**src/lztd_pkg.sv**
```systemverilog
// Shared constants, types and state codes of the LZ77 token decoder.
`default_nettype none

package lztd_pkg;

	// History depth in bytes; must be a power of two so that the ring index
	// is the low bits of the stream position.
	localparam int unsigned HIST_DEPTH = 4096;
	localparam int unsigned HIST_AW = $clog2(HIST_DEPTH);

	// Token field widths.
	localparam int unsigned DIST_W = 12;
	localparam int unsigned LEN_W = 4;
	localparam int unsigned BYTE_W = 8;

	// Byte counter and capacity register width.
	localparam int unsigned CNT_W = 32;

	// Shortest copy; the length code adds to it.
	localparam int unsigned MIN_MATCH = 3;

	// Copy run counter holds up to the longest copy, fifteen plus three.
	localparam int unsigned RUN_W = 5;

	localparam logic [CNT_W-1:0] CAP_RESET = '1;

	// Classified token as it travels from the front to the back.
	typedef struct packed {
		logic              start;
		logic              copy_ok;
		logic [RUN_W-1:0]  copy_len;
		logic [DIST_W-1:0] back_dist;
		logic [BYTE_W-1:0] lit;
	} cmd_t;

	// Back end sequencer states.
	typedef enum logic [1:0] {
		BK_IDLE,
		BK_CHECK,
		BK_COPY,
		BK_LIT
	} back_state_t;

	// Status that the back end reports to the top level.
	typedef struct packed {
		logic busy;
		logic pop;
	} back_stat_t;

endpackage

`default_nettype wire

```
**src/lztd_cmd_fifo.sv**
```systemverilog
// Two-entry command queue between the front end and the back end.
`default_nettype none

module lztd_cmd_fifo (
	input  wire logic           clk,
	input  wire logic           arst_n,
	input  wire logic           push,
	input  wire lztd_pkg::cmd_t push_cmd,
	input  wire logic           pop,
	output lztd_pkg::cmd_t      head_cmd,
	output logic                full,
	output logic                not_empty
);

	lztd_pkg::cmd_t slot_q [2];
	logic           wr_ptr_q;
	logic           rd_ptr_q;
	logic [1:0]     level_q;

	assign full      = (level_q == 2'd2);
	assign not_empty = (level_q != 2'd0);
	assign head_cmd  = slot_q[rd_ptr_q];

	// Pointers and fill level.
	always_ff @(posedge clk or negedge arst_n) begin
		if (!arst_n) begin
			wr_ptr_q <= 1'b0;
			rd_ptr_q <= 1'b0;
			level_q  <= 2'd0;
		end else begin
			if (push) wr_ptr_q <= !wr_ptr_q;
			if (pop) rd_ptr_q <= !rd_ptr_q;
			if (push && !pop) level_q <= level_q + 2'd1;
			else if (pop && !push) level_q <= level_q - 2'd1;
		end
	end

	// Entry storage.
	always_ff @(posedge clk) begin
		if (push) slot_q[wr_ptr_q] <= push_cmd;
	end

endmodule

`default_nettype wire

```
**config.mk**
```make
export PLATFORM = sky130hd
export DESIGN_NAME = lztd_cmd_fifo
export DESIGN_NICKNAME = d
export VERILOG_FILES = /design/src/lztd_pkg.sv /design/src/lztd_cmd_fifo.sv
export SDC_FILE = /design/constraint.sdc
export NUM_CORES = 1
export LEC_CHECK = 0
export ABC_AREA = 1
export BUFFER_PORTS_ARGS = -buffer_cell sky130_fd_sc_hd__buf_4
export CORE_UTILIZATION = 50
export CTS_CLUSTER_DIAMETER = 50
export DETAILED_ROUTE_END_ITERATION = 6
export PLACE_DENSITY = 0.72
export SYNTH_ARGS = -nofsm -noshare
export SYNTH_HDL_FRONTEND = slang
export SYNTH_SLANG_ARGS = --single-unit
```
**constraint.sdc**
```tcl
create_clock -name clk -period 2.1 [get_ports clk]
set_input_delay 0.315 -clock clk [delete_from_list [all_inputs] [get_ports clk]]
set_output_delay 0.315 -clock clk [all_outputs]
set_load 0.01 [all_outputs]
```
==> impl_metrics.toml <==
[status]
run_status = "finished, final reports clean"

[synthesis]
yosysUniqueCellTypes = 14
ys_warn_count = 0
yosys-mux-area-fraction = 0.166
synthTopCellsByArea = "edfxtp_1, mux2_4, dfrtp_1, mux2_2, buf_12"
netlist_area_um2 = 2250
synth_fa_ha_area_frac = 0.00555
ys_seq_area_frac = 0.764
synth.largest_area_cell = "edfxtp_1"
synth_area_per_cell_um2 = 20.7
yosys.area.top_type_share = 0.719
synth_compound_area_frac = 0
synth-xor-area-share = 0.0117
ys_ff_latch = 58
synth_nets = 141
synthSimpleGateAreaFrac = 0.0183
synth_top_family_by_area = "multiplexers"
synth_cells = 109

[sta]
finClkSkew_ns = 0.00423
max_freq_ghz = 0.540
fin_tns_setup_ns = 0
rsz0062_at_grt = "false"
timing.hold.ws_ns = 0.185
timing.final.crit_share = 0.883
worst_pin_slew_ns = 0.363
slew_violations = 0
post-route-min-period_ns = 1.85
relSlewSlack = 0.758
finalSetupViolations = 0
finalHoldViolCount = 0

[critical_path]
crit_type = "reg2out"
cp-start-kind = "flop"
cp_max_fo = 20
slowest_stage = "mux2_2"
end_kind = "primary output"
cp.required_ns = 1.78
cpMostUsedCell = "buf_4"
crit_chain = "buf_4 -> mux2_2 -> buf_4"
max_stage_delay_ns = 0.38
worstPathArrival_ns = 1.54

[pwr]
seq_power_share = 0.433
pwr-share-clk = 0.215
p_sw_uw = 1060
combPwrFrac = 0.351
p_per_area_nw_per_um2 = 1280
p_int_uw = 2690
p_leak_uw = 0.00122
ir_drop_mv = 0.745
switching_share = 0.282

[placement]
dp_cells = 223
port_buffers = 59
routabilityCongestion = 0.700
hpwl_um = 2750
placed_area_um2 = 2760

[finish]
final_common_cell = "buf_4"
layout_common_cells = "buf_4, edfxtp_1, mux2_4"
instances_no_fill = 240
final_cell_area_um2 = 2920
drive_above_1_share = 0.559
final_util = 0.671
diodes = 0
area.growth.synth_to_final_pct = 29.6
fin_nets = 215

[clock_tree]
cts_tree = "built"
cts_setup_buffers = 0
clockBufferDepth = 2
clk_pin_slew_ns = 0.06
clockRootBuffer = "clkbuf_8"
h-tree-depth = 3
numCtsBuffers = 9
clock_sinks = 58
clk_latency_ns = 0.31

[routing]
dr.pass1.iters = 4
routedWlPerCell_um = 15.9
drt-total-wl_um = 3820
avgViaCountPerCell = 4.89
ant_nets = 0
vias = 1173
drt_iter0_drc = 55
drc_errors = 0

[job]
maxCapViolCount = 0

[grt]
track_usage = 0.175
grt_pass1_vias = 1292
met2_usage = 0.323
grt_max_degree = 21
antenna_found_initial = 0
met3_usage = 0.0585
overflow = 0
grt_first_pass_wirelength_um = 6090
grt_util_met1 = 0.181
grt_busiest_layer = "met2"

[floorplan]
die_area_um2 = 4780
die_h_um = 69.2
rows = 24
coreArea_um2 = 4350
fp.dieW_um = 69.2
start_util = 0.518
io_pins = 60

[min_path]
hp-class = "in2reg"
==> flip-flops by register name (all words and copies together), names as in the netlist <==
| name | cells |
|---|---|
| slot_q | 54 |
| rd_ptr_q | 1 |
| level_q | 2 |
| wr_ptr_q | 1 |
==> path summary, 6_finish.rpt <==
path | start | endpoint | slack (ns) | cells past startpoint
worst max-delay path | rd_ptr_q$_DFFE_PN0P_ | head_cmd[22] | 0.25 | 3
worst min-delay path | push_cmd[11] | slot_q[1][11]$_DFFE_PP_ | 0.19 | 1
worst max register to register | wr_ptr_q$_DFFE_PN0P_ | slot_q[1][3]$_DFFE_PP_ | 0.98 | 3
worst min register to register | level_q[1]$_DFFE_PN0P_ | level_q[1]$_DFFE_PN0P_ | 0.49 | 2
max in group asynchronous | arst_n | wr_ptr_q$_DFFE_PN0P_ | 1.67 | 2
min in group asynchronous | arst_n | level_q[1]$_DFFE_PN0P_ | 0.33 | 2
==> layout make-up <==
class / instances / area [µm²]
flip-flops and latches: 58 / 1720
multi-input cells: 41 / 458
clock inverters: 4 / 18.8
well taps: 52 / 65.1
clock buffers: 12 / 135
repair buffers: 66 / 498
inverters: 7 / 26.3
fillers: 305 / 1430
==> cell usage after synthesis <==
library cell,n
buf_12,2
buf_6,1
dfrtp_1,4
edfxtp_1,54
ha_1,1
inv_1,7
mux2_2,8
mux2_4,19
nand2_1,6
nand3_1,1
nand4_1,1
nor2_1,2
xnor2_1,1
xor2_1,2
==> routing by layer <==
| layer | vias to the layer above | part of all wire |
|---|---|---|
| met5 | - | 0 |
| met4 | 0 | 0.0068 |
| met3 | 2 | 0.043 |
| met2 | 34 | 0.58 |
| met1 | 582 | 0.37 |
| li1 | 555 | - |
==> critical path, delay by kind of cell, from the launching register on <==
family	cells	cell delay, ns
mux	1	0.38
buf+inv	2	0.49
flops	1	0.35
==> repair_timing <==
| action | 4_1_cts | 5_1_grt |
|---|---|---|
| hold buffers | 1 | 0 |
| gates resized for setup | 0 | 0 |
| hold endpoints to repair | 4 | 0 |
==> power groups by stage <==
stage                     clock network [µW]  registers, µW  logic [µW]
after detailed placement                   0           1650        1330
after global routing                     878           1640        1400
final                                    808           1620        1320
after global placement                     0           1630        1300
after CTS                                832           1630        1340
after floorplan                            0           1620         870
==> cells by family after synthesis <==
kind of cell,Yosys count
xor gates and xnor gates,3
muxes,27
buffers and inverters,10
adders and majority gates,1
and+or+nand+nor,10
DFF,58
==> stage by stage <==
step | total power, µW | setup slack, ns
4_1_cts | 3800 | 0.218
2_1_floorplan | 2490 | 0.130
3_5_place_dp | 2980 | 0.567
3_3_place_gp | 2930 | 0.599
6_report | 3750 | 0.247
5_1_grt | 3920 | 0.187
(Power assumes the default switching activity.)
