## src/lztd_pkg.sv

```systemverilog
// Shared constants, types and state codes of the LZ77 token decoder.
`default_nettype none

package lztd_pkg;

	// History depth in bytes; must be a power of two so that the ring index
	// is the low bits of the stream position.
	localparam int unsigned HIST_DEPTH = 4096;
	localparam int unsigned HIST_AW = $clog2(HIST_DEPTH);

	// Token field widths.
	localparam int unsigned DIST_W = 12;
	localparam int unsigned LEN_W = 4;
	localparam int unsigned BYTE_W = 8;

	// Byte counter and capacity register width.
	localparam int unsigned CNT_W = 32;

	// Shortest copy; the length code adds to it.
	localparam int unsigned MIN_MATCH = 3;

	// Copy run counter holds up to the longest copy, fifteen plus three.
	localparam int unsigned RUN_W = 5;

	localparam logic [CNT_W-1:0] CAP_RESET = '1;

	// Classified token as it travels from the front to the back.
	typedef struct packed {
		logic              start;
		logic              copy_ok;
		logic [RUN_W-1:0]  copy_len;
		logic [DIST_W-1:0] back_dist;
		logic [BYTE_W-1:0] lit;
	} cmd_t;

	// Back end sequencer states.
	typedef enum logic [1:0] {
		BK_IDLE,
		BK_CHECK,
		BK_COPY,
		BK_LIT
	} back_state_t;

	// Status that the back end reports to the top level.
	typedef struct packed {
		logic busy;
		logic pop;
	} back_stat_t;

endpackage

`default_nettype wire

```

## src/lztd_tok_if.sv

```systemverilog
// Token channel: valid/ready handshake carrying one LZ77 token per beat.
`default_nettype none

interface lztd_tok_if;
	logic                              valid;
	logic                              ready;
	logic                              start_of_stream;
	logic [lztd_pkg::DIST_W-1:0]       back_distance;
	logic [lztd_pkg::LEN_W-1:0]        length_code;
	logic [lztd_pkg::BYTE_W-1:0]       literal_byte;

	modport source (
		output valid, start_of_stream, back_distance, length_code, literal_byte,
		input  ready
	);

	modport sink (
		input  valid, start_of_stream, back_distance, length_code, literal_byte,
		output ready
	);
endinterface

`default_nettype wire

```

## src/lztd_front.sv

```systemverilog
// Front end: accepts tokens and classifies them into back end commands.
`default_nettype none

module lztd_front (
	lztd_tok_if.sink          token_ch,
	input  wire logic         q_full,
	output lztd_pkg::cmd_t    push_cmd,
	output logic              push
);

	localparam logic [lztd_pkg::CNT_W-1:0] DEPTH_C =
		lztd_pkg::CNT_W'(lztd_pkg::HIST_DEPTH);

	logic [lztd_pkg::CNT_W-1:0] dist_ext;

	// A beat is taken whenever the queue has room.
	assign token_ch.ready = !q_full;
	assign push = token_ch.valid && !q_full;

	assign dist_ext = lztd_pkg::CNT_W'(token_ch.back_distance);

	// A copy is possible only for a nonzero distance inside the history; the
	// check against bytes already produced is left to the back end.
	always_comb begin
		push_cmd.start     = token_ch.start_of_stream;
		push_cmd.copy_ok   = (token_ch.back_distance != '0) && (dist_ext <= DEPTH_C);
		push_cmd.copy_len  = lztd_pkg::RUN_W'(token_ch.length_code)
			+ lztd_pkg::RUN_W'(lztd_pkg::MIN_MATCH);
		push_cmd.back_dist = token_ch.back_distance;
		push_cmd.lit       = token_ch.literal_byte;
	end

endmodule

`default_nettype wire

```

## src/flat_wrapper.sv

```systemverilog
// flat-port wrapper written by rule: the top's interface ports become plain ports
module lztd_front_flat 
  (q_full, push_cmd, push, token_ch_valid, token_ch_start_of_stream, token_ch_back_distance, token_ch_length_code, token_ch_literal_byte, token_ch_ready);
  lztd_tok_if token_ch_i ();
  input  wire logic q_full;
  output lztd_pkg::cmd_t push_cmd;
  output logic push;
  input wire logic [$bits(token_ch_i.valid)-1:0] token_ch_valid;
  input wire logic [$bits(token_ch_i.start_of_stream)-1:0] token_ch_start_of_stream;
  input wire logic [$bits(token_ch_i.back_distance)-1:0] token_ch_back_distance;
  input wire logic [$bits(token_ch_i.length_code)-1:0] token_ch_length_code;
  input wire logic [$bits(token_ch_i.literal_byte)-1:0] token_ch_literal_byte;
  output wire logic [$bits(token_ch_i.ready)-1:0] token_ch_ready;
  assign token_ch_i.valid = token_ch_valid;
  assign token_ch_i.start_of_stream = token_ch_start_of_stream;
  assign token_ch_i.back_distance = token_ch_back_distance;
  assign token_ch_i.length_code = token_ch_length_code;
  assign token_ch_i.literal_byte = token_ch_literal_byte;
  assign token_ch_ready = token_ch_i.ready;
  lztd_front u_core (.token_ch(token_ch_i), .q_full(q_full), .push_cmd(push_cmd), .push(push));
endmodule
```

## config.mk

```make
export PLATFORM = sky130hd
export DESIGN_NAME = lztd_front_flat
export DESIGN_NICKNAME = d
export VERILOG_FILES = /design/src/lztd_pkg.sv /design/src/lztd_tok_if.sv /design/src/lztd_front.sv /design/src/flat_wrapper.sv
export SDC_FILE = /design/constraint.sdc
export NUM_CORES = 1
export LEC_CHECK = 0
export BUFFER_PORTS_ARGS = -buffer_cell sky130_fd_sc_hd__buf_2
export CORE_AREA = 2 2 39 41
export DETAILED_ROUTE_END_ITERATION = 10
export DIE_AREA = 0 0 41 43
export PLACE_DENSITY = 0.67
export SETUP_SLACK_MARGIN = 0.4
export SYNTH_ARGS = -nofsm -noshare
export SYNTH_HDL_FRONTEND = slang
export SYNTH_SLANG_ARGS = --single-unit
```

## constraint.sdc

```tcl
create_clock -name vclk -period 0.8
set_input_delay 0.08 -clock vclk [all_inputs]
set_output_delay 0.08 -clock vclk [all_outputs]
set_load 0.02 [all_outputs]
```

==> results of run 1 <==
[layout by cell type (no fill, tap or decap)]
master / instances
sky130_fd_sc_hd__nor2_4: 1
sky130_fd_sc_hd__nor4_4: 3
sky130_fd_sc_hd__clkinv_4: 1
sky130_fd_sc_hd__buf_4: 2
sky130_fd_sc_hd__nand2_1: 1
sky130_fd_sc_hd__xnor2_2: 1
sky130_fd_sc_hd__buf_8: 5
sky130_fd_sc_hd__clkinvlp_4: 1
sky130_fd_sc_hd__nor2b_4: 1
sky130_fd_sc_hd__inv_2: 2
sky130_fd_sc_hd__nand3_2: 1
sky130_fd_sc_hd__buf_6: 29
sky130_fd_sc_hd__ha_4: 1
sky130_fd_sc_hd__buf_2: 2
sky130_fd_sc_hd__xnor2_4: 1
sky130_fd_sc_hd__o21ai_4: 1
[through the flow]
stage                     std cells  total power [W]   util  setup WS [ns]
after CTS                        69         0.000421  0.462       -0.00511
after detailed placement         69         0.000287  0.297        -0.0954
after global placement           69         0.000283  0.297        -0.0699
final                            69         0.000426  0.476        0.00970
after floorplan                  36         0.000259      -         0.0884
after global routing             69         0.000451  0.476        -0.0266
[critical path, cell delays in order]
cell	delay, ns
sky130_fd_sc_hd__buf_8	0.08
sky130_fd_sc_hd__clkinvlp_4	0.09
sky130_fd_sc_hd__ha_4	0.19
sky130_fd_sc_hd__xnor2_4	0.13
sky130_fd_sc_hd__buf_6	0.13
[final cells by class]
cell class	instances	area [um^2]	area share
Tap cell	16	20.0	0.0304
Multi-Input combinational cell	11	188	0.285
Timing Repair Buffer	38	427	0.648
Inverter	4	23.8	0.0361
[final timing paths]
| kind | endpoint | startpoint | slack [ns] | depth (start not counted) |
|---|---|---|---|---|
| worst max-delay path | push_cmd[22] | token_ch_length_code[0] | 0.01 | 5 |
| worst min-delay path | push_cmd[3] | token_ch_literal_byte[3] | 0.16 | 0 |
[repair_timing]
| item | in CTS | in global routing |
|---|---|---|
| setup endpoints to repair | 20 | 8 |
| pin swaps | 7 | 5 |
| gates cloned | 0 | 0 |
| resized for setup | 68 | 6 |
| setup buffers | 0 | 0 |
| hold buffers | 0 | 0 |
[cell families after synthesis]
logic type,Yosys count,synth area share
fa+ha+maj,1,0.0510
xor+xnor,2,0.0714
compound gates,1,0.0204
buf+inv,25,0.704
simple gates,7,0.153
[report_power, final]
| part | total (W) | switching (W) | internal [W] | leakage [nW] |
|---|---|---|---|---|
| clock network | 0 | 0 | 0 | 0 |
| logic | 0.000426 | 0.000184 | 0.000242 | 0.289 |
| registers | 0 | 0 | 0 | 0 |
| total | 0.000426 | 0.000184 | 0.000242 | 0.289 |
[per-layer routing]
layer / vias to the layer above / routed length (um)
li1: 128 / -
met1: 123 / 187
met3: 0 / 93
met5: - / 0
met4: 0 / 0
met2: 28 / 469
==> flow_results.xml, run 1 <==
<?xml version="1.0" encoding="UTF-8"?>
<metrics>
  <group name="die">
    <metric name="die_height" unit="um">43</metric>
    <metric name="initial_core_util" unit="">0.177</metric>
    <metric name="boundaryPins" unit="">56</metric>
    <metric name="floorplan.die.width" unit="um">41</metric>
    <metric name="core-area" unit="um^2">1380</metric>
    <metric name="die_area" unit="um^2">1760</metric>
    <metric name="rows" unit="">14</metric>
  </group>
  <group name="critical_path">
    <metric name="timing.critical_path.to_type" unit="">primary output</metric>
    <metric name="critical_path.startpoint_type" unit="">input port</metric>
    <metric name="crit_path_max_fanout" unit="">2</metric>
    <metric name="crit_type" unit="">in -&gt; out</metric>
    <metric name="crit_required" unit="ns">0.72</metric>
    <metric name="critPathArrivalTime" unit="ns">0.71</metric>
  </group>
  <group name="drt">
    <metric name="drt_pass1_iterations" unit="">1</metric>
    <metric name="drt_antenna_net_count" unit="">0</metric>
    <metric name="drt_iter0_markers" unit="">0</metric>
    <metric name="wire_per_inst" unit="um">10.9</metric>
    <metric name="route.final.wire_length" unit="um">751</metric>
    <metric name="route.vias.total" unit="">279</metric>
    <metric name="via_per_inst" unit="">4.04</metric>
    <metric name="drc_errors" unit="">0</metric>
  </group>
  <group name="global_route">
    <metric name="grt_overflow" unit="">0</metric>
    <metric name="grt.busiest_layer" unit="">met2</metric>
    <metric name="use_met3" unit="">0.0157</metric>
    <metric name="grt_use_met2" unit="">0.200</metric>
    <metric name="grt_max_degree" unit="">4</metric>
    <metric name="antenna_found_initial" unit="">0</metric>
    <metric name="number_of_global_route_vias_before_repair" unit="">292</metric>
    <metric name="grtUsageTotal" unit="">0.0899</metric>
    <metric name="grt_first_pass_wirelength" unit="um">1140</metric>
    <metric name="groute.layer.met1.usage" unit="">0.0728</metric>
  </group>
  <group name="final_layout">
    <metric name="sequential_cell_area" unit="um^2">0</metric>
    <metric name="clkbuf_count" unit="">0</metric>
    <metric name="synthToLayoutAreaGrowth" unit="%">168</metric>
    <metric name="layout_cell_share_with_drive_strength_beyond_1" unit="">0.981</metric>
    <metric name="net_count_final" unit="">83</metric>
    <metric name="n_antenna_cell" unit="">0</metric>
    <metric name="filler_cell_count" unit="">130</metric>
    <metric name="post-route-cell-area" unit="um^2">658</metric>
    <metric name="flops_and_latches" unit="">0</metric>
  </group>
  <group name="sta">
    <metric name="relSlewSlack" unit="">0.859</metric>
    <metric name="drv_slew" unit="">0</metric>
    <metric name="fin_crit_sh" unit="">0.988</metric>
    <metric name="period_minus_slack" unit="ns">0.790</metric>
    <metric name="tightestPinTransition" unit="ns">0.210</metric>
    <metric name="unrepaired_setup_endpoints_after_global_routing" unit="">true</metric>
    <metric name="fmax" unit="GHz">1.27</metric>
    <metric name="fin_setup_tns" unit="ns">0</metric>
    <metric name="hold_viol" unit="">0</metric>
    <metric name="setup_violations" unit="">0</metric>
    <metric name="hold-worst-slack" unit="ns">0.160</metric>
  </group>
  <group name="yosys">
    <metric name="post_synthesis_cell_type_count" unit="">10</metric>
    <metric name="yosys.cell_count.top_type" unit="">sky130_fd_sc_hd__buf_4</metric>
    <metric name="ys_top_cells_by_count" unit="">sky130_fd_sc_hd__buf_4 (21), sky130_fd_sc_hd__inv_1 (4), sky130_fd_sc_hd__nor4_1 (3), sky130_fd_sc_hd__xnor2_1 (2)</metric>
    <metric name="synthDominantAreaCellType" unit="">sky130_fd_sc_hd__buf_4</metric>
    <metric name="synth_nets" unit="">64</metric>
    <metric name="synth.top_cells.by_area" unit="">sky130_fd_sc_hd__buf_4 (64%), sky130_fd_sc_hd__nor4_1 (7.7%), sky130_fd_sc_hd__xnor2_1 (7.1%)</metric>
    <metric name="syn_avg_cell_area" unit="um^2">6.81</metric>
    <metric name="syn-instance-count" unit="">36</metric>
    <metric name="synth_area" unit="um^2">245</metric>
    <metric name="ys_warn_count" unit="">0</metric>
    <metric name="yosysTopAreaCellShare" unit="">0.643</metric>
    <metric name="synth.yosys.seq_area_share" unit="">0</metric>
  </group>
  <group name="placement">
    <metric name="hpwlAfterDp" unit="um">577</metric>
    <metric name="placement.io_buffers" unit="">38</metric>
    <metric name="placement.cell_area" unit="um^2">412</metric>
    <metric name="routabilityCongestion" unit="">0.630</metric>
  </group>
  <group name="run">
    <metric name="timing.max_cap.violations" unit="">0</metric>
  </group>
  <group name="outcome">
    <metric name="outcome" unit="">finished clean</metric>
  </group>
  <group name="pwr">
    <metric name="p_leak" unit="nW">0.289</metric>
    <metric name="irDropWorstVdd" unit="mV">0.253</metric>
    <metric name="cell_pwr_density" unit="nW/um^2">647</metric>
  </group>
  <group name="hold_path">
    <metric name="min-delay-path-class" unit="">in -&gt; out</metric>
  </group>
</metrics>
(Power assumes the default switching activity.)
==> run 2: changes to the inputs <==
--- a/config.mk
+++ b/config.mk
@@ -10,7 +10,7 @@
 export DETAILED_ROUTE_END_ITERATION = 10
 export DIE_AREA = 0 0 41 43
 export PLACE_DENSITY = 0.67
-export SETUP_SLACK_MARGIN = 0.4
+export SETUP_SLACK_MARGIN = 0.2
 export SYNTH_ARGS = -nofsm -noshare
 export SYNTH_HDL_FRONTEND = slang
 export SYNTH_SLANG_ARGS = --single-unit
==> run 2 against run 1 <==
  * Critical path depth stayed put
  * Sequential share of layout area stayed put
  * Critical path type unchanged
  * Count of clock-buffer cells in the layout stayed put
  * Largest cell class unchanged
  * Die area stayed put
  * Critical endpoint unchanged
  * Worst setup slack better by 0.0095 ns
  * Highest routed layer unchanged
==> flow_results.xml, run 2 (same netlist as run 1, synthesis figures left out) <==
<?xml version="1.0" encoding="UTF-8"?>
<metrics>
  <group name="placement">
    <metric name="placed_cells" unit="">69</metric>
    <metric name="placement.io_buffers" unit="">38</metric>
    <metric name="hpwlAfterDp" unit="um">608</metric>
    <metric name="routabilityCongestion" unit="">0.650</metric>
  </group>
  <group name="clocking">
    <metric name="total_of_hold_buffers_inserted_after_clock_tree_synthesis" unit="">0</metric>
    <metric name="post_cts.repair.setup_buffers" unit="">0</metric>
  </group>
  <group name="final_layout">
    <metric name="synthToLayoutAreaGrowth" unit="%">93.4</metric>
    <metric name="clkbuf_count" unit="">0</metric>
    <metric name="flops_and_latches" unit="">0</metric>
    <metric name="sequential_cell_area" unit="um^2">0</metric>
    <metric name="number_of_standard_cells_in_the_layout_taps_in_and_fillers_out" unit="">69</metric>
    <metric name="layout_common_cells" unit="">sky130_fd_sc_hd__buf_2 (27), sky130_fd_sc_hd__buf_6 (10), sky130_fd_sc_hd__nor4_4 (3)</metric>
    <metric name="filler_cell_count" unit="">145</metric>
    <metric name="net_count_final" unit="">83</metric>
    <metric name="layout_commonest_cell" unit="">sky130_fd_sc_hd__buf_2</metric>
    <metric name="n_antenna_cell" unit="">0</metric>
    <metric name="layout_cell_share_with_drive_strength_beyond_1" unit="">0.943</metric>
  </group>
  <group name="die">
    <metric name="die_area" unit="um^2">1760</metric>
    <metric name="initial_core_util" unit="">0.177</metric>
    <metric name="rows" unit="">14</metric>
    <metric name="die_height" unit="um">43</metric>
    <metric name="boundaryPins" unit="">56</metric>
    <metric name="core-area" unit="um^2">1380</metric>
    <metric name="floorplan.die.width" unit="um">41</metric>
  </group>
  <group name="drt">
    <metric name="drt_iter0_markers" unit="">3</metric>
    <metric name="drt_antenna_net_count" unit="">0</metric>
    <metric name="drc_errors" unit="">0</metric>
    <metric name="via_per_inst" unit="">4.09</metric>
    <metric name="route.final.wire_length" unit="um">674</metric>
    <metric name="drt_pass1_iterations" unit="">3</metric>
    <metric name="route.vias.total" unit="">282</metric>
    <metric name="wire_per_inst" unit="um">9.77</metric>
  </group>
  <group name="sta">
    <metric name="relSlewSlack" unit="">0.857</metric>
    <metric name="hold_viol" unit="">0</metric>
    <metric name="fin_setup_tns" unit="ns">0</metric>
    <metric name="period_minus_slack" unit="ns">0.781</metric>
    <metric name="fmax" unit="GHz">1.28</metric>
    <metric name="fin_crit_sh" unit="">0.976</metric>
    <metric name="setup_violations" unit="">0</metric>
    <metric name="drv_slew" unit="">0</metric>
    <metric name="tightestPinTransition" unit="ns">0.213</metric>
    <metric name="unrepaired_setup_endpoints_after_global_routing" unit="">true</metric>
  </group>
  <group name="critical_path">
    <metric name="crit_required" unit="ns">0.72</metric>
    <metric name="crit_path_max_fanout" unit="">2</metric>
    <metric name="critPathArrivalTime" unit="ns">0.70</metric>
    <metric name="crit_type" unit="">in -&gt; out</metric>
    <metric name="timing.critical_path.to_type" unit="">primary output</metric>
    <metric name="critical_path.startpoint_type" unit="">input port</metric>
  </group>
  <group name="global_route">
    <metric name="grt_max_degree" unit="">4</metric>
    <metric name="antenna_found_initial" unit="">0</metric>
    <metric name="grt_overflow" unit="">0</metric>
    <metric name="grtUsageTotal" unit="">0.0699</metric>
    <metric name="number_of_global_route_vias_before_repair" unit="">251</metric>
    <metric name="grt_first_pass_wirelength" unit="um">903</metric>
  </group>
  <group name="pwr">
    <metric name="post-layout-total-power" unit="W">0.000327</metric>
    <metric name="irDropWorstVdd" unit="mV">0.199</metric>
    <metric name="cell_pwr_density" unit="nW/um^2">689</metric>
    <metric name="p_leak" unit="nW">0.230</metric>
  </group>
  <group name="run">
    <metric name="timing.max_cap.violations" unit="">0</metric>
  </group>
  <group name="outcome">
    <metric name="outcome" unit="">finished clean</metric>
  </group>
  <group name="hold_path">
    <metric name="min-delay-path-class" unit="">in -&gt; out</metric>
  </group>
</metrics>
## run 2: cell types whose count changed in the layout (fill, tap and decap cells not counted), sizes merged
cell and delta:
clkinv -1, inv +1
## run 2: cell type report
class | count | area, um^2 | share of cell area
tap | 16 | 20.0 | 0.0422
inverter | 4 | 18.8 | 0.0396
timing repair buffer | 38 | 263 | 0.554
multi-input combinational | 11 | 173 | 0.364
## run 2: power breakdown
group / internal (W) / total [W] / switching, W
clock network: 0 / 0 / 0
registers: 0 / 0 / 0
logic: 0.000158 / 0.000327 / 0.000169
total: 0.000158 / 0.000327 / 0.000169
## run 2: worst max-delay path, cell delays in order
cell and delay, ns:
sky130_fd_sc_hd__buf_8 0.08, sky130_fd_sc_hd__clkinvlp_4 0.09, sky130_fd_sc_hd__ha_4 0.19, sky130_fd_sc_hd__xnor2_4 0.13
sky130_fd_sc_hd__buf_6 0.13
## run 2: routing by layer
layer	share of wire	vias to the layer above	track usage
met4	0	0	0
met3	0.13	0	0.00524
met2	0.58	31	0.163
met5	0	-	0
met1	0.28	123	0.0538
li1	-	128	-
## run 2: final timing paths
path | start | cells after the start | slack, ns | endpoint
min | token_ch_literal_byte[5] | 0 | 0.16 | push_cmd[5]
max | token_ch_length_code[0] | 5 | 0.02 | push_cmd[22]
## run 2: per-stage QoR
step,setup WS [ns],hold slack [ns],area [um^2],utilization
floorplan,0.0884,0.237,328,-
global placement,-0.0386,0.160,380,0.275
detailed placement,-0.0568,0.160,380,0.275
CTS,0.0101,0.160,458,0.331
global route,-0.0241,0.160,474,0.343
finish,0.0192,0.160,474,0.343
## run 2: what timing repair did
item                       in CTS  in global routing
setup endpoints to repair       5                  5
gates resized for setup        18                  5
pin swaps                       5                  4
cloned                          0                  0
==> run 3: changes to the inputs <==
--- a/config.mk
+++ b/config.mk
@@ -5,11 +5,12 @@
 export SDC_FILE = /design/constraint.sdc
 export NUM_CORES = 1
 export LEC_CHECK = 0
+export ABC_AREA = 1
 export BUFFER_PORTS_ARGS = -buffer_cell sky130_fd_sc_hd__buf_2
 export CORE_AREA = 2 2 39 41
 export DETAILED_ROUTE_END_ITERATION = 10
 export DIE_AREA = 0 0 41 43
-export PLACE_DENSITY = 0.67
+export PLACE_DENSITY = 0.7
 export SETUP_SLACK_MARGIN = 0.2
 export SYNTH_ARGS = -nofsm -noshare
 export SYNTH_HDL_FRONTEND = slang
==> run 3 against run 2 <==
  * Worst hold slack is essentially flat
  * Core utilization increased by 0.27 points
  * Combinational power shrank 4%
  * Die area is the same
  * Wire length fell by 1.3%
  * Largest cell class unchanged
==> flow_results.xml, run 3 <==
<?xml version="1.0" encoding="UTF-8"?>
<metrics>
  <group name="final_layout">
    <metric name="synthToLayoutAreaGrowth" unit="%">73.6</metric>
    <metric name="finish.utilization" unit="">0.345</metric>
    <metric name="net_count_final" unit="">95</metric>
    <metric name="layout_cell_share_with_drive_strength_beyond_1" unit="">0.769</metric>
    <metric name="flops_and_latches" unit="">0</metric>
    <metric name="post-route-cell-area" unit="um^2">478</metric>
    <metric name="sequential_cell_area" unit="um^2">0</metric>
    <metric name="clkbuf_count" unit="">0</metric>
    <metric name="n_antenna_cell" unit="">0</metric>
    <metric name="layout_commonest_cell" unit="">sky130_fd_sc_hd__buf_2</metric>
    <metric name="layout_common_cells" unit="">sky130_fd_sc_hd__buf_2 (25), sky130_fd_sc_hd__buf_6 (12), sky130_fd_sc_hd__nand2_1 (7)</metric>
    <metric name="filler_cell_count" unit="">158</metric>
  </group>
  <group name="pwr">
    <metric name="p_leak" unit="nW">0.254</metric>
    <metric name="share_seq_of_total_power" unit="">0</metric>
    <metric name="cell_pwr_density" unit="nW/um^2">657</metric>
    <metric name="power_switching_share" unit="">0.504</metric>
    <metric name="p_clk_frac" unit="">0</metric>
    <metric name="power.net_switching" unit="W">0.000158</metric>
    <metric name="irDropWorstVdd" unit="mV">0.201</metric>
    <metric name="internal_power" unit="W">0.000156</metric>
    <metric name="power_frac_comb" unit="">1.000</metric>
  </group>
  <group name="yosys">
    <metric name="syn_avg_cell_area" unit="um^2">5.86</metric>
    <metric name="synth.yosys.seq_area_share" unit="">0</metric>
    <metric name="ys_top_cells_by_count" unit="">sky130_fd_sc_hd__buf_4 (21), sky130_fd_sc_hd__nor2_1 (9), sky130_fd_sc_hd__nand2_1 (8), sky130_fd_sc_hd__inv_1 (5)</metric>
    <metric name="yosys.cell_count.top_type" unit="">sky130_fd_sc_hd__buf_4</metric>
    <metric name="ys_warn_count" unit="">0</metric>
    <metric name="synth.top_cells.by_area" unit="">sky130_fd_sc_hd__buf_4 (57%), sky130_fd_sc_hd__nor2_1 (12%), sky130_fd_sc_hd__nand2_1 (11%)</metric>
    <metric name="synth_nets" unit="">75</metric>
    <metric name="yosysTopAreaCellShare" unit="">0.573</metric>
    <metric name="syn-instance-count" unit="">47</metric>
    <metric name="synth_area" unit="um^2">275</metric>
    <metric name="post_synthesis_cell_type_count" unit="">8</metric>
    <metric name="synthDominantAreaCellType" unit="">sky130_fd_sc_hd__buf_4</metric>
  </group>
  <group name="critical_path">
    <metric name="timing.critical_path.to_type" unit="">primary output</metric>
    <metric name="crit_type" unit="">in -&gt; out</metric>
    <metric name="crit_required" unit="ns">0.72</metric>
    <metric name="critPathArrivalTime" unit="ns">0.71</metric>
    <metric name="setup.worst_path.start" unit="">token_ch_length_code[0]</metric>
    <metric name="critical_path.startpoint_type" unit="">input port</metric>
    <metric name="crit_path_max_fanout" unit="">3</metric>
  </group>
  <group name="sta">
    <metric name="fin_crit_sh" unit="">0.990</metric>
    <metric name="fmax" unit="GHz">1.26</metric>
    <metric name="drv_slew" unit="">0</metric>
    <metric name="tightestPinTransition" unit="ns">0.145</metric>
    <metric name="setup_violations" unit="">0</metric>
    <metric name="relSlewSlack" unit="">0.904</metric>
    <metric name="hold_viol" unit="">0</metric>
    <metric name="period_minus_slack" unit="ns">0.792</metric>
    <metric name="unrepaired_setup_endpoints_after_global_routing" unit="">true</metric>
  </group>
  <group name="drt">
    <metric name="drt_pass1_iterations" unit="">1</metric>
    <metric name="wire_per_inst" unit="um">8.21</metric>
    <metric name="drt_antenna_net_count" unit="">0</metric>
    <metric name="route.vias.total" unit="">313</metric>
    <metric name="drc_errors" unit="">0</metric>
    <metric name="drt_iter0_markers" unit="">0</metric>
    <metric name="via_per_inst" unit="">3.86</metric>
    <metric name="route.final.wire_length" unit="um">665</metric>
  </group>
  <group name="die">
    <metric name="die_height" unit="um">43</metric>
    <metric name="rows" unit="">14</metric>
    <metric name="die_area" unit="um^2">1760</metric>
    <metric name="floorplan.die.width" unit="um">41</metric>
    <metric name="boundaryPins" unit="">56</metric>
    <metric name="core-area" unit="um^2">1380</metric>
    <metric name="initial_core_util" unit="">0.199</metric>
  </group>
  <group name="placement">
    <metric name="placement.io_buffers" unit="">38</metric>
    <metric name="routabilityCongestion" unit="">0.557</metric>
    <metric name="placement.cell_area" unit="um^2">373</metric>
    <metric name="hpwlAfterDp" unit="um">613</metric>
  </group>
  <group name="clocking">
    <metric name="total_of_hold_buffers_inserted_after_clock_tree_synthesis" unit="">0</metric>
  </group>
  <group name="run">
    <metric name="timing.max_cap.violations" unit="">0</metric>
  </group>
  <group name="global_route">
    <metric name="grt_overflow" unit="">0</metric>
    <metric name="antenna_found_initial" unit="">0</metric>
    <metric name="grtUsageTotal" unit="">0.0719</metric>
    <metric name="grt_first_pass_wirelength" unit="um">966</metric>
    <metric name="grt_max_degree" unit="">5</metric>
    <metric name="number_of_global_route_vias_before_repair" unit="">280</metric>
  </group>
  <group name="hold_path">
    <metric name="min-delay-start" unit="">token_ch_start_of_stream</metric>
    <metric name="min-delay-path-class" unit="">in -&gt; out</metric>
  </group>
  <group name="outcome">
    <metric name="outcome" unit="">finished clean</metric>
  </group>
</metrics>
[run 3: critical path: stages]
cell	delay, ns
sky130_fd_sc_hd__buf_6	0.08
sky130_fd_sc_hd__clkinvlp_4	0.10
sky130_fd_sc_hd__ha_4	0.20
sky130_fd_sc_hd__xnor2_4	0.13
sky130_fd_sc_hd__buf_6	0.13
[run 3: layout make-up]
cell class / count / area [um^2] / area share
inverter: 5 / 22.5 / 0.0471
multi-input combinational: 21 / 160 / 0.335
tap: 16 / 20.0 / 0.0419
timing repair buffer: 39 / 275 / 0.576
[run 3: metrics by stage]
step / setup TNS, ns / worst slack (ns) / power, W / hold WS (ns) / std cells
floorplan: 0 / 0.0762 / 0.000252 / 0.237 / 47
global placement: -0.0350 / -0.0350 / 0.000252 / 0.160 / 80
detailed placement: -0.0665 / -0.0555 / 0.000257 / 0.160 / 80
CTS: -0.0282 / -0.0282 / 0.000302 / 0.160 / 81
global route: -0.0382 / -0.0289 / 0.000340 / 0.160 / 81
finish: 0 / 0.00833 / 0.000314 / 0.160 / 81
[run 3: repair_timing]
item,CTS,global route
pin swaps,10,7
buffers inserted,1,0
gates resized for setup,17,7
setup endpoints to repair,5,5
[run 3: final timing paths]
path                  endpoint  slack [ns]  cells after the start
setup / recovery  push_cmd[22]       0.008                      5
hold / removal    push_cmd[26]        0.16                      0
[run 3: per-layer routing]
layer  global-route usage  vias up  routed length [um]
met1               0.0538      131                 200
met5                    0        -                   0
li1                     -      154                   -
met2                0.163       24                 345
met3              0.00524        4                 113
met4               0.0133        0                   5
[run 3: logic make-up after synthesis]
family	after synthesis	synth area share
XOR/XNOR	1	0.0318
adder cells (fa/ha/maj)	1	0.0454
buffers and inverters	26	0.641
AND/OR/NAND/NOR	19	0.282
[run 3: power groups by stage]
stage	clock [W]	combinational (W)	sequential, W
after CTS	0	0.000302	0
after detailed placement	0	0.000257	0
final	0	0.000314	0
after floorplan	0	0.000252	0
after global routing	0	0.000340	0
after global placement	0	0.000252	0
